$ cat src/rtl/rvdec_pkg.sv
`timescale 1ns / 1ps

package rvdec_pkg;

    localparam int WORD_W = 32;
    localparam int IMM_W  = 21;
    localparam int CNT_W  = 20;
    localparam int BOFF_W = 13;
    localparam int JOFF_W = 21;

    typedef logic [5:0] t_mnem;
    typedef logic [3:0] t_fmt;
    typedef logic [6:0] t_opcode;

    localparam t_opcode OP_REG    = 7'h33;
    localparam t_opcode OP_IMM    = 7'h13;
    localparam t_opcode OP_LOAD   = 7'h03;
    localparam t_opcode OP_STORE  = 7'h23;
    localparam t_opcode OP_BRANCH = 7'h63;
    localparam t_opcode OP_JAL    = 7'h6F;
    localparam t_opcode OP_JALR   = 7'h67;
    localparam t_opcode OP_LUI    = 7'h37;
    localparam t_opcode OP_AUIPC  = 7'h17;

    localparam t_fmt FC_R      = 4'd0;
    localparam t_fmt FC_IALU   = 4'd1;
    localparam t_fmt FC_LOAD   = 4'd2;
    localparam t_fmt FC_STORE  = 4'd3;
    localparam t_fmt FC_BRANCH = 4'd4;
    localparam t_fmt FC_JAL    = 4'd5;
    localparam t_fmt FC_JALR   = 4'd6;
    localparam t_fmt FC_LUI    = 4'd7;
    localparam t_fmt FC_AUIPC  = 4'd8;

    localparam t_mnem MN_ADD     = 6'd0;
    localparam t_mnem MN_SUB     = 6'd8;
    localparam t_mnem MN_SRA     = 6'd9;
    localparam t_mnem MN_ADDI    = 6'd10;
    localparam t_mnem MN_SLLI    = 6'd11;
    localparam t_mnem MN_SLTI    = 6'd12;
    localparam t_mnem MN_SLTIU   = 6'd13;
    localparam t_mnem MN_XORI    = 6'd14;
    localparam t_mnem MN_SRLI    = 6'd15;
    localparam t_mnem MN_SRAI    = 6'd16;
    localparam t_mnem MN_ORI     = 6'd17;
    localparam t_mnem MN_ANDI    = 6'd18;
    localparam t_mnem MN_LB      = 6'd19;
    localparam t_mnem MN_SB      = 6'd26;
    localparam t_mnem MN_BEQ     = 6'd30;
    localparam t_mnem MN_BNE     = 6'd31;
    localparam t_mnem MN_BLT     = 6'd32;
    localparam t_mnem MN_JAL     = 6'd36;
    localparam t_mnem MN_JALR    = 6'd37;
    localparam t_mnem MN_LUI     = 6'd38;
    localparam t_mnem MN_AUIPC   = 6'd39;
    localparam t_mnem MN_UNKNOWN = 6'd40;

    localparam logic [6:0] F7_ALT  = 7'h20;
    localparam logic [5:0] F6_ARTH = 6'h10;

    localparam logic [2:0] F3_ADD = 3'd0;
    localparam logic [2:0] F3_SLL = 3'd1;
    localparam logic [2:0] F3_SLT = 3'd2;
    localparam logic [2:0] F3_SLTU = 3'd3;
    localparam logic [2:0] F3_XOR = 3'd4;
    localparam logic [2:0] F3_SR  = 3'd5;
    localparam logic [2:0] F3_OR  = 3'd6;
    localparam logic [2:0] F3_AND = 3'd7;

endpackage

$ cat src/rtl/rv64i_instruction_decoder_unit.sv
`timescale 1ns / 1ps

// Channel | Handshake                 | Payload
// --------+---------------------------+-------------------------------------------
// in      | i_in_valid / o_in_ready   | i_instr_word
// out     | o_out_valid / i_out_ready | o_recognized .. o_label_here, one port each
//
// Path from input beat to result: input register, then decode and label
// tracker update into the result register. One beat per cycle unless stalled.
// Synchronous active-low reset clears the valid flags and label trackers.
// Stalls: a stalled output holds the result register; input ready drops
// only when both registers are full and the output is stalled.

module rv64i_instruction_decoder_unit
    import rvdec_pkg::*;
(
    input  logic                    i_clk,
    input  logic                    i_rst_n,
    input  logic                    i_in_valid,
    output logic                    o_in_ready,
    input  logic [WORD_W-1:0]       i_instr_word,
    output logic                    o_out_valid,
    input  logic                    i_out_ready,
    output logic                    o_recognized,
    output logic [3:0]              o_format_class,
    output logic [5:0]              o_mnemonic,
    output logic [4:0]              o_rd,
    output logic [4:0]              o_rs1,
    output logic [4:0]              o_rs2,
    output logic signed [IMM_W-1:0] o_imm,
    output logic                    o_label_here
);

    logic              r_s1_valid;
    logic [WORD_W-1:0] r_word;
    logic              r_out_valid;

    logic              r_br_pend, n_br_pend;
    logic [BOFF_W-1:0] r_br_off,  n_br_off;
    logic [CNT_W-1:0]  r_br_cnt,  n_br_cnt;
    logic              r_jp_pend, n_jp_pend;
    logic [JOFF_W-1:0] r_jp_off,  n_jp_off;
    logic [CNT_W-1:0]  r_jp_cnt,  n_jp_cnt;

    logic              r_recog;
    t_fmt              r_fmt;
    t_mnem             r_mnem;
    logic [4:0]        r_rd, r_rs1, r_rs2;
    logic [IMM_W-1:0]  r_imm;
    logic              r_label;

    logic              s2_ready, s1_move;
    t_opcode           op;
    logic [2:0]        f3;
    logic [6:0]        f7;
    logic [5:0]        f6;
    logic [IMM_W-1:0]  iimm, simm, bimm, jimm, uimm;
    t_fmt              n_fmt;
    t_mnem             n_mnem;
    logic [IMM_W-1:0]  n_imm;
    logic              n_recog, br_hit, jp_hit, n_label;

    assign s2_ready   = !r_out_valid || i_out_ready;
    assign s1_move    = r_s1_valid && s2_ready;
    assign o_in_ready = !r_s1_valid || s2_ready;

    assign op = r_word[6:0];
    assign f3 = r_word[14:12];
    assign f7 = r_word[31:25];
    assign f6 = r_word[31:26];

    assign iimm = {{9{r_word[31]}}, r_word[31:20]};
    assign simm = {{9{r_word[31]}}, r_word[31:25], r_word[11:7]};
    assign bimm = {{8{r_word[31]}}, r_word[31], r_word[7], r_word[30:25],
                   r_word[11:8], 1'b0};
    assign jimm = {r_word[31], r_word[19:12], r_word[20], r_word[30:21], 1'b0};
    assign uimm = {1'b0, r_word[31:12]};

    always_comb begin
        n_fmt  = FC_R;
        n_mnem = MN_UNKNOWN;
        n_imm  = '0;
        unique case (op)
            OP_REG: begin
                n_fmt = FC_R;
                if (f7 == '0) begin
                    n_mnem = MN_ADD + t_mnem'(f3);
                end else if (f7 == F7_ALT && f3 == F3_ADD) begin
                    n_mnem = MN_SUB;
                end else if (f7 == F7_ALT && f3 == F3_SR) begin
                    n_mnem = MN_SRA;
                end
            end
            OP_IMM: begin
                n_fmt = FC_IALU;
                n_imm = iimm;
                unique case (f3)
                    F3_ADD:  n_mnem = MN_ADDI;
                    F3_SLL:  n_mnem = (f6 == '0) ? MN_SLLI : MN_UNKNOWN;
                    F3_SLT:  n_mnem = MN_SLTI;
                    F3_SLTU: n_mnem = MN_SLTIU;
                    F3_XOR:  n_mnem = MN_XORI;
                    F3_SR:   n_mnem = (f6 == '0) ? MN_SRLI :
                                      (f6 == F6_ARTH) ? MN_SRAI : MN_UNKNOWN;
                    F3_OR:   n_mnem = MN_ORI;
                    F3_AND:  n_mnem = MN_ANDI;
                    default: n_mnem = MN_UNKNOWN;
                endcase
            end
            OP_LOAD: begin
                n_fmt = FC_LOAD;
                n_imm = iimm;
                if (f3 != F3_AND) n_mnem = MN_LB + t_mnem'(f3);
            end
            OP_STORE: begin
                n_fmt = FC_STORE;
                n_imm = simm;
                if (!f3[2]) n_mnem = MN_SB + t_mnem'(f3);
            end
            OP_BRANCH: begin
                n_fmt = FC_BRANCH;
                n_imm = bimm;
                if (f3 == F3_ADD) begin
                    n_mnem = MN_BEQ;
                end else if (f3 == F3_SLL) begin
                    n_mnem = MN_BNE;
                end else if (f3[2]) begin
                    n_mnem = MN_BLT + t_mnem'(f3[1:0]);
                end
            end
            OP_JAL: begin
                n_fmt  = FC_JAL;
                n_imm  = jimm;
                n_mnem = MN_JAL;
            end
            OP_JALR: begin
                n_fmt = FC_JALR;
                n_imm = iimm;
                if (f3 == F3_ADD) n_mnem = MN_JALR;
            end
            OP_LUI: begin
                n_fmt  = FC_LUI;
                n_imm  = uimm;
                n_mnem = MN_LUI;
            end
            OP_AUIPC: begin
                n_fmt  = FC_AUIPC;
                n_imm  = uimm;
                n_mnem = MN_AUIPC;
            end
            default: begin
                n_mnem = MN_UNKNOWN;
            end
        endcase
        n_recog = (n_mnem != MN_UNKNOWN);
        if (!n_recog) begin
            n_fmt = FC_R;
            n_imm = '0;
        end
    end

    // label test on the tracker state seen before this instruction
    always_comb begin
        br_hit  = r_br_pend && !r_br_off[BOFF_W-1] &&
                  ({r_br_cnt, 2'b00} == (CNT_W+2)'(r_br_off));
        jp_hit  = r_jp_pend && !r_jp_off[JOFF_W-1] &&
                  ({r_jp_cnt, 2'b00} == (CNT_W+2)'(r_jp_off));
        n_label = br_hit || jp_hit;

        n_br_pend = r_br_pend;
        n_br_off  = r_br_off;
        n_br_cnt  = r_br_cnt;
        n_jp_pend = r_jp_pend;
        n_jp_off  = r_jp_off;
        n_jp_cnt  = r_jp_cnt;
        if (n_label) begin
            n_br_pend = 1'b0;
            n_br_off  = '0;
            n_br_cnt  = '0;
            n_jp_pend = 1'b0;
            n_jp_off  = '0;
            n_jp_cnt  = '0;
        end
        if (n_recog && n_fmt == FC_BRANCH) begin
            n_br_pend = 1'b1;
            n_br_off  = n_imm[BOFF_W-1:0];
            n_br_cnt  = '0;
        end else if (n_recog && n_fmt == FC_JAL) begin
            n_jp_pend = 1'b1;
            n_jp_off  = n_imm[JOFF_W-1:0];
            n_jp_cnt  = '0;
        end
        if (n_br_pend && n_br_cnt != '1) n_br_cnt = n_br_cnt + 1'b1;
        if (n_jp_pend && n_jp_cnt != '1) n_jp_cnt = n_jp_cnt + 1'b1;
    end

    always_ff @(posedge i_clk) begin
        if (!i_rst_n) begin
            r_s1_valid  <= 1'b0;
            r_out_valid <= 1'b0;
            r_br_pend   <= 1'b0;
            r_br_off    <= '0;
            r_br_cnt    <= '0;
            r_jp_pend   <= 1'b0;
            r_jp_off    <= '0;
            r_jp_cnt    <= '0;
        end else begin
            if (o_in_ready) r_s1_valid <= i_in_valid;
            if (s2_ready) r_out_valid <= r_s1_valid;
            if (s1_move) begin
                r_br_pend <= n_br_pend;
                r_br_off  <= n_br_off;
                r_br_cnt  <= n_br_cnt;
                r_jp_pend <= n_jp_pend;
                r_jp_off  <= n_jp_off;
                r_jp_cnt  <= n_jp_cnt;
            end
        end
    end

    always_ff @(posedge i_clk) begin
        if (i_in_valid && o_in_ready) r_word <= i_instr_word;
        if (s1_move) begin
            r_recog <= n_recog;
            r_fmt   <= n_fmt;
            r_mnem  <= n_mnem;
            r_rd    <= r_word[11:7];
            r_rs1   <= r_word[19:15];
            r_rs2   <= r_word[24:20];
            r_imm   <= n_imm;
            r_label <= n_label;
        end
    end

    assign o_out_valid    = r_out_valid;
    assign o_recognized   = r_recog;
    assign o_format_class = r_fmt;
    assign o_mnemonic     = r_mnem;
    assign o_rd           = r_rd;
    assign o_rs1          = r_rs1;
    assign o_rs2          = r_rs2;
    assign o_imm          = $signed(r_imm);
    assign o_label_here   = r_label;

endmodule

$ cat config.mk
export PLATFORM = sky130hd
export DESIGN_NAME = rv64i_instruction_decoder_unit
export DESIGN_NICKNAME = d
export VERILOG_FILES = /design/src/rtl/rvdec_pkg.sv /design/src/rtl/rv64i_instruction_decoder_unit.sv
export SDC_FILE = /design/constraint.sdc
export NUM_CORES = 1
export LEC_CHECK = 0
export BUFFER_PORTS_ARGS = -buffer_cell sky130_fd_sc_hd__buf_4
export CORE_MARGIN = 2
export CORE_UTILIZATION = 45
export CTS_CLUSTER_DIAMETER = 80
export DETAILED_ROUTE_END_ITERATION = 7
export PLACE_DENSITY = 0.71
export SYNTH_ARGS = -nofsm -noshare
export SYNTH_HDL_FRONTEND = slang
export SYNTH_SLANG_ARGS = --single-unit
export TNS_END_PERCENT = 10
$ cat constraint.sdc
create_clock -name i_clk -period 4.6 [get_ports i_clk]
set_clock_uncertainty 0.15 [all_clocks]
set_input_delay 1.38 -clock i_clk [delete_from_list [all_inputs] [get_ports i_clk]]
set_output_delay 1.38 -clock i_clk [all_outputs]
set_load 0.02 [all_outputs]
== Yosys cells after proc, flatten, opt, wreduce, memory -nomap -nowiden ==
Cells that the tools add are included.

* Register bits: 158
* Word-level logic and storage cells: 109

* Add/subtract/negate cells: 5
* Equal/unequal tests: 26
* Mux-type cells: 35
* Reductions and logical operators: 26

{| class="wikitable"
|+ Operator list
! kind !! count
|-
| 2-to-1 mux 20 bit || 7
|-
| case mux 21 bit (5 select lines) || 1
|-
| 2-to-1 mux 21 bit || 4
|-
| 2-to-1 mux 6 bit || 11
|-
| case mux 6 bit (9 select lines) || 1
|-
| case mux 6 bit (8 select lines) || 1
|-
| adder 20 x 1 -> 20 bit (second input constant) || 2
|-
| != test 20 bit (second input constant) || 2
|-
| case mux 4 bit (8 select lines) || 1
|-
| == test 7 x 6 -> 1 bit (second input constant) || 4
|-
| 2-to-1 mux 13 bit || 2
|-
| == test 22 x 13 -> 1 bit || 1
|-
| == test 22 x 21 -> 1 bit || 1
|-
| == test 7 bit (second input constant) || 3
|-
| == test 7 x 5 -> 1 bit (second input constant) || 2
|-
| adder 5 x 3 -> 6 bit (first input constant) || 2
|-
| == test 3 bit (second input constant) || 4
|-
| logical AND 1 bit || 12
|-
| == test 4 x 3 -> 1 bit (second input constant) || 2
|-
| 2-to-1 mux 4 bit || 2
|-
| == test 7 x 2 -> 1 bit (second input constant) || 1
|-
| logical NOT 7 bit || 1
|-
| adder 6 x 2 -> 6 bit (first input constant) || 1
|-
| == test 3 x 2 -> 1 bit (second input constant) || 2
|-
| 13 further kinds || 22
|}

== Logic depth before layout (Yosys ltp) ==
Gate-level depths: netlist of the first run.

* Depth in word-level cells: 15
* Mapped depth: 18

== Worst setup path before layout of the first run ==
OpenSTA, ideal clock, no wires.

* Kind: input-to-reg
* Start: in i_out_ready
* End: reg r_br_cnt[2]
* Arrival: 3.986 ns
* Required time: 4.333 ns
* Path slack: 0.347 ns
* Stages: 7
* Path buffers: 2
* Cell sequence: nor2b_1 nand2b_1 inv_1 clkbuf_1 clkbuf_1 o211ai_1 a32o_1

* Cells in the longest elaborated chain, start to end: 2

{| class="wikitable"
|+ Ends and longest elaborated chain
! item !! line !! RTL
|-
| start: declaration || rv64i_instruction_decoder_unit.sv:23 || <nowiki>input logic i_out_ready,</nowiki>
|-
| logical OR 1 bit || rv64i_instruction_decoder_unit.sv:63 || <nowiki>assign s2_ready = !r_out_valid || i_out_ready;</nowiki>
|-
| logical AND 1 bit || rv64i_instruction_decoder_unit.sv:64 || <nowiki>assign s1_move = r_s1_valid && s2_ready;</nowiki>
|-
| net s1_move || rv64i_instruction_decoder_unit.sv:52 || <nowiki>logic s2_ready, s1_move;</nowiki>
|-
| end signal: assignment || rv64i_instruction_decoder_unit.sv:213 || <nowiki>r_br_cnt <= n_br_cnt;</nowiki>
|-
| end: declaration || rv64i_instruction_decoder_unit.sv:40 || <nowiki>logic [CNT_W-1:0] r_br_cnt, n_br_cnt;</nowiki>
|}

The timed path passes the listed nets, and every way through them passes these cells.
A chain may end at the register's enable or synchronous reset.

== Worst setup path in the final report of the first run ==
* Start: reg r_word[2]
* End: reg r_br_cnt[7]

* Cells in the longest elaborated chain, start to end: 10
* Elaborated cells between the ends (all ways): 21

{| class="wikitable"
|+ Ends and longest elaborated chain
! item !! line !! RTL
|-
| start: declaration || rv64i_instruction_decoder_unit.sv:35 || <nowiki>logic [WORD_W-1:0] r_word;</nowiki>
|-
| start signal: assignment || rv64i_instruction_decoder_unit.sv:222 || <nowiki>if (i_in_valid && o_in_ready) r_word <= i_instr_word;</nowiki>
|-
| == test 7 x 5 -> 1 bit, or another cell as far along || rv64i_instruction_decoder_unit.sv:83 || <nowiki>unique case (op)</nowiki>
|-
| case mux 6 bit (9 select lines) || rv64i_instruction_decoder_unit.sv:83 ||
|-
| != test 6 bit || rv64i_instruction_decoder_unit.sv:155 || <nowiki>n_recog = (n_mnem != MN_UNKNOWN);</nowiki>
|-
| 2-to-1 mux 4 bit || rv64i_instruction_decoder_unit.sv:156 || <nowiki>if (!n_recog) begin</nowiki>
|-
| == test 4 x 3 -> 1 bit || rv64i_instruction_decoder_unit.sv:184 || <nowiki>if (n_recog && n_fmt == FC_BRANCH) begin</nowiki>
|-
| logical AND 1 bit * || rv64i_instruction_decoder_unit.sv:184 ||
|-
| branches (longest 3 deep; another with adder 20 x 1 -> 20 bit) || n/a ||
|-
| 2-to-1 mux 20 bit * || rv64i_instruction_decoder_unit.sv:193 || <nowiki>if (n_br_pend && n_br_cnt != '1) n_br_cnt = n_br_cnt + 1'b1;</nowiki>
|}

Every way passes the cells marked *.

==> impl_metrics.tcl, run 1 <==
set metrics [dict create \
    ctsResizeCount 0 \
    cap_violations 0 \
    post_cts_buffers 0 \
    synth_warnings 0 \
    p_leak_nw 3.19 \
    async_reset_ff_share_pct 0 \
    grt_pass1_vias 6092 \
    ant_nets 0 \
    portBuffers 85 \
    core-area_um2 16700 \
    clock-sinks 158 \
    synth-xor-area-share_pct 3.28 \
    ys_types 80 \
    wl_met3_um 1610 \
    postCtsHoldBufs 0 \
    start_kind "register" \
    die_w_um 135 \
    power.density_nw_per_um2 343 \
    maxSlewHeadroom_pct 16.9 \
    clk_pin_slew_ns 0.07 \
    cts_tree "built" \
    synth_compound_gate_area_share_pct 20.0 \
    synth-adder-area-share_pct 0.323 \
    netlist.top_cell.by_area "edfxtp_1" \
    grt_max_degree 49 \
    syn_nets 810 \
    synth_edf_count 80 \
    ys_seq_area_share_pct 51.2 \
    cp.required_ns 4.78 \
    crit_type "reg -> reg" \
    met1_length_um 9640 \
    hpwl_um 14700 \
    vias_per_cell 6.15 \
    fin_util_pct 54.8 \
    syn_area_um2 7740 \
    htree_num_levels 4 \
    rsz0062_at_grt "false" \
    ys.flop_type "edfxtp_1" \
    vias 6612 \
    root_buffer "clkbuf_16" \
    final_max_slew_viol_count 0 \
    whs_ns 0.315 \
    period_minus_slack_ns 3.91 \
    yosys.area_share.simple_pct 20.6 \
    dr_wl_met2_um 9630 \
    end_kind "register" \
    status "finished, final reports clean" \
    ir_drop_uv 275 \
    tightest_slew_ns 1.25 \
    nets 880 \
    die-area_um2 18300 \
    insertion_delay_ns 0.44 \
    synthTopCellsByArea "edfxtp_1 31%, dfxtp_1 20%, nor2_1 3.1%" \
    dp.cells 1043 \
    top_layer "met4" \
    drc 0 \
    r2r-start "r_word[2]$_DFFE_PP_" \
    synth_mux_area_share_pct 0.275 \
    final_cells 1075 \
    hp-start "r_br_off[0]$_SDFFE_PN0P_" \
    ys_seq_elements 158 \
    io_pins 86 \
    num_rows 47 \
    syn_inst 772 \
    numCtsBuffers 17 \
    first_pass_iters 6 \
    wl_per_cell_um 19.8 \
    drtIter0Drc 915 \
    synth_top_family_by_area "simple AND/OR/NAND/NOR gates" \
    grt-ovfl-total 0 \
    die_h_um 135 \
    drive_above_1_share_pct 18.6 \
    wl_um 21300 \
    syn_avg_cell_area_um2 10.0 \
    cts_buffer_depth 2 \
    grt_pass1_wl_um 33300 \
    min_path_type "reg -> reg" \
    critPathMaxFanout 11 \
    start_util_pct 46.3 \
    tns_ns 0 \
    setup.worst_path.start "r_word[2]$_DFFE_PP_" \
    fill_cells 1501 \
    grt_usage_pct 23.7 \
    fmax_ghz 0.256 \
    diodes 0 \
    final_hold_viol_count 0 \
    area_growth_pct 18.4 \
    antenna_found_initial 0 \
    finalCritPeriodShare_pct 85.1 \
    setup_viol 0 \
    cp.arrival_ns 4.09 \
    synth_top_area_share_pct 31.1 \
    finalWeightedCongestion 0.967 \
]
[cell usage after synthesis (11+ instances only)]
cell       instances
edfxtp_1          80
dfxtp_1           78
nor2_1            64
nand2_1           59
nand3_1           35
a21oi_1           33
clkbuf_1          32
inv_1             24
a22o_1            20
nand4_1           20
nor3_1            20
o2bb2ai_1         19
buf_2             17
xnor2_1           16
a31oi_1           15
nor2b_1           14
o21ai_0           13
xor2_1            13
nor4_1            12
o211ai_1          11
[critical path, stage by stage, from the launching register on]
cell and delay [ns]:
edfxtp_1 0.53, nor2_1 0.28, nand3_1 0.21, nor2_1 0.33, o21ai_1 0.13, buf_4 0.20, nand2_1 0.13, nor2_1 0.06
ha_1 0.25, and3_1 0.22, nand4_1 0.16, o21ai_1 0.19, or4_1 0.54, a31oi_1 0.18, nor2b_1 0.06, o21a_1 0.18
[flip-flops by register name (all words and copies together), names as in the netlist, 4 cells and up]
| signal | flops |
|---|---|
| r_br_off | 13 |
| o_rs1 | 5 |
| o_rs2 | 5 |
| o_imm | 21 |
| r_br_cnt | 20 |
| o_rd | 5 |
| r_jp_off | 21 |
| r_jp_cnt | 20 |
| o_mnemonic | 6 |
| r_word | 32 |
| o_format_class | 4 |
[power breakdown]
group | total [mW] | switching (mW) | internal (mW)
Clock | 1.38 | 0.654 | 0.727
Sequential | 1.55 | 0.0313 | 1.52
Combinational | 0.208 | 0.132 | 0.0758
[cells in the final DEF (no fill, tap or decap), drive strengths merged, types with 11 or more instances in the layout]
cell	n
inv	33
nand3	35
nor4	14
and2	11
dfxtp	78
edfxtp	80
xor2	13
a31oi	15
nor3	23
o2bb2ai	19
or4	11
o211ai	12
xnor2	16
clkbuf	17
nor2b	14
nand4	20
a22o	20
buf	106
nor2	64
a21oi	35
nand2	59
o21ai	16
[logic make-up (layout without fill, tap and decap cells)]
kind of cell             count (synthesis)  in the layout
buffers and inverters                   79            162
flip-flops                             158            158
AO/OA/AOI/OAI                          203            203
adder cells (fa/ha/maj)                  2              2
XOR/XNOR                                29             29
AND/OR/NAND/NOR                        299            299
multiplexers                             2              2
[through the flow]
stage                     setup slack, ns  power [mW]  area [µm²]
final                               0.686        3.14        9160
after global routing                0.433        3.24        9160
after CTS                           0.727        3.16        9160
after detailed placement            0.748        1.79        8570
after global placement              0.798        1.79        8570
after floorplan                     0.347        1.69        7740
[final cells by class]
type	instances	area [µm²]	area share, %
flip-flops and latches	158	3960	43.3
well taps	220	275	3.01
clock buffers	17	425	4.65
repair buffers	106	796	8.69
multi-input cells	535	3440	37.6
clock inverters	15	163	1.78
inverters	24	90.1	0.984
[routing by layer]
layer | track usage (%) | vias up
met5 | 0 | -
met4 | 8.22 | 0
met3 | 5.97 | 35
met2 | 35.2 | 313
met1 | 33.6 | 3164
li1 | - | 3100
[final timing paths]
| path | endpoint | slack [ns] | depth (start not counted) |
|---|---|---|---|
| worst max-delay path | r_br_cnt[7]$_SDFFE_PN0P_ | 0.69 | 15 |
| worst min register to register | r_br_off[0]$_SDFFE_PN0P_ | 0.31 | 1 |
| worst min-delay path | r_br_off[0]$_SDFFE_PN0P_ | 0.31 | 1 |
| worst max register to register | r_br_cnt[7]$_SDFFE_PN0P_ | 0.69 | 15 |
(Power assumes the default switching activity.)
==> inputs of run 2 (changes only) <==
==> constraint.sdc (replaced) <==
create_clock -name i_clk -period 4.6 [get_ports i_clk]
set_clock_uncertainty 0.15 [all_clocks]
set_input_delay 0.92 -clock i_clk [delete_from_list [all_inputs] [get_ports i_clk]]
set_output_delay 0.92 -clock i_clk [all_outputs]
set_load 0.02 [all_outputs]
==> run 2 against run 1 <==
Net effect:
- routed wire length increased by 1.9%
- utilization decreased by 0.052 points
- worst setup slack improved by 0.059 ns
- power rose by 0.43%
- non-clock buffer count fell by 1
- design area about the same
- sequential share of layout area hardly changed
- sequential power barely moved
- maximum frequency up 1.5%
- critical path type unchanged
- largest cell class unchanged
- highest routed layer unchanged
==> impl_metrics.tcl, run 2 (synthesized netlist as in run 1, its figures left out) <==
set metrics [dict create \
    vias_per_cell 6.19 \
    grt_max_degree 49 \
    drtIter0Drc 951 \
    worstPathCellList "nor2_1 > nand3_1 > nor2_1 > o21ai_1 > nand2_1 > nor2_1 > ha_1 > and3_1 > nand4_1 > o21ai_1 > or4_1 > a31oi_1 > nor2b_1 > o21a_1" \
    power.density_nw_per_um2 345 \
    final_max_slew_viol_count 0 \
    regArea_um2 3960 \
    setup.worst_path.start "r_word[2]$_DFFE_PP_" \
    maxSlewHeadroom_pct 21.4 \
    power_mw 3.16 \
    crit_path_end "r_br_cnt[7]$_SDFFE_PN0P_" \
    period_minus_slack_ns 3.86 \
    first_pass_iters 6 \
    cts_tree "built" \
    multi_input_comb_area_um2 3440 \
    die_w_um 135 \
    die-area_um2 18300 \
    portBuffers 85 \
    tightest_slew_ns 1.18 \
    dpl_worst_slack_ns 0.819 \
    area_growth_pct 18.2 \
    num_rows 47 \
    final_hold_viol_count 0 \
    finalCritPeriodShare_pct 83.8 \
    drc 0 \
    cp.required_ns 4.77 \
    clock-sinks 158 \
    diodes 0 \
    dpl_cell_area_um2 8560 \
    postCtsHoldBufs 0 \
    nets 879 \
    largest_reg_flops 32 \
    root_buffer "clkbuf_16" \
    grt_pass1_wl_um 33600 \
    r2r_cells 14 \
    ant_nets 0 \
    p_leak_nw 3.19 \
    wl_per_cell_um 20.2 \
    critPathMaxFanout 11 \
    layout_common_cells "105 x buf_4, 80 x edfxtp_1, 78 x dfxtp_1" \
    grt-ovfl-total 0 \
    start_util_pct 46.3 \
    path_common_cell "nor2_1" \
    slowest_delay_ns 0.54 \
    ir_drop_uv 266 \
    rsz0062_at_grt "false" \
    fmax_ghz 0.259 \
    vias 6644 \
    top_register "r_word" \
    clk_pin_slew_ns 0.07 \
    wl_um 21700 \
    start_kind "register" \
    hpwl_um 14900 \
    layout_commonest_cell "buf_4" \
    core-area_um2 16700 \
    setup_viol 0 \
    cap_violations 0 \
    io_pins 86 \
    fill_cells 1501 \
    r2r-start "r_word[2]$_DFFE_PP_" \
    drive_above_1_share_pct 18.5 \
    tns_ns 0 \
    die_h_um 135 \
    finalWeightedCongestion 0.935 \
    r2r_slack_ns 0.74 \
    numCtsBuffers 17 \
    crit_type "reg -> reg" \
    antenna_found_initial 0 \
    end_kind "register" \
    ctsResizeCount 0 \
    status "finished, final reports clean" \
    design_area_um2 9150 \
    reg2reg_to "r_br_cnt[7]$_SDFFE_PN0P_" \
    cp.arrival_ns 4.03 \
    min_path_type "reg -> reg" \
    crit_slowest_cell "or4_1" \
    grt_pass1_vias 6090 \
    grt_usage_pct 23.8 \
    htree_num_levels 4 \
    post_cts_buffers 0 \
    worst_slack_ns 0.745 \
    cts_buffer_depth 2 \
    insertion_delay_ns 0.43 \
]
## run 2: worst min path at each step
stage	startpoint	cells after the start	to	slack (ns)
floorplan	r_br_off[12]$_SDFFE_PN0P_	1	r_br_off[12]$_SDFFE_PN0P_	0.27
global placement	r_word[8]$_DFFE_PP_	0	o_rd[1]$_DFFE_PP_	0.29
detailed placement	r_word[8]$_DFFE_PP_	0	o_rd[1]$_DFFE_PP_	0.30
CTS	r_word[9]$_DFFE_PP_	0	o_rd[2]$_DFFE_PP_	0.32
global route	r_word[8]$_DFFE_PP_	0	o_rd[1]$_DFFE_PP_	0.33
finish	r_word[10]$_DFFE_PP_	0	o_rd[3]$_DFFE_PP_	0.31
## run 2: stage by stage
stage	util, %	hold slack (ns)	std cells
final	54.8	0.315	1074
after global routing	54.8	0.327	1074
after CTS	54.8	0.320	1074
after detailed placement	51.3	0.301	1042
after global placement	51.3	0.293	1042
after floorplan	-	0.275	772
## run 2: power breakdown
part	internal (mW)	leakage (nW)	total [mW]	switching [mW]
registers	1.52	1.37	1.55	0.0315
logic	0.0758	1.53	0.208	0.132
clock network	0.731	0.284	1.39	0.664
## run 2: per-layer routing
layer	part of all wire, %	vias up	GRT usage (%)
met5	0	-	0
met4	1.6	0	6.83
met3	7.0	31	5.56
met2	45	303	35.1
met1	46	3209	35.1
li1	-	3101	-
## run 2: worst max-delay path, delay by kind of cell, from the launching register on
kind / cells / cell delay (ns)
compound gates: 4 / 0.74
fa+ha+maj: 1 / 0.25
flops: 1 / 0.53
simple gates: 9 / 2.07
## run 2: cell type report
cell class | count | share of cell area [%]
clock inverter | 15 | 1.76
inverter | 24 | 0.985
multi-input combinational | 535 | 37.6
tap | 220 | 3.01
sequential | 158 | 43.3
clock buffer | 17 | 4.65
timing repair buffer | 105 | 8.62
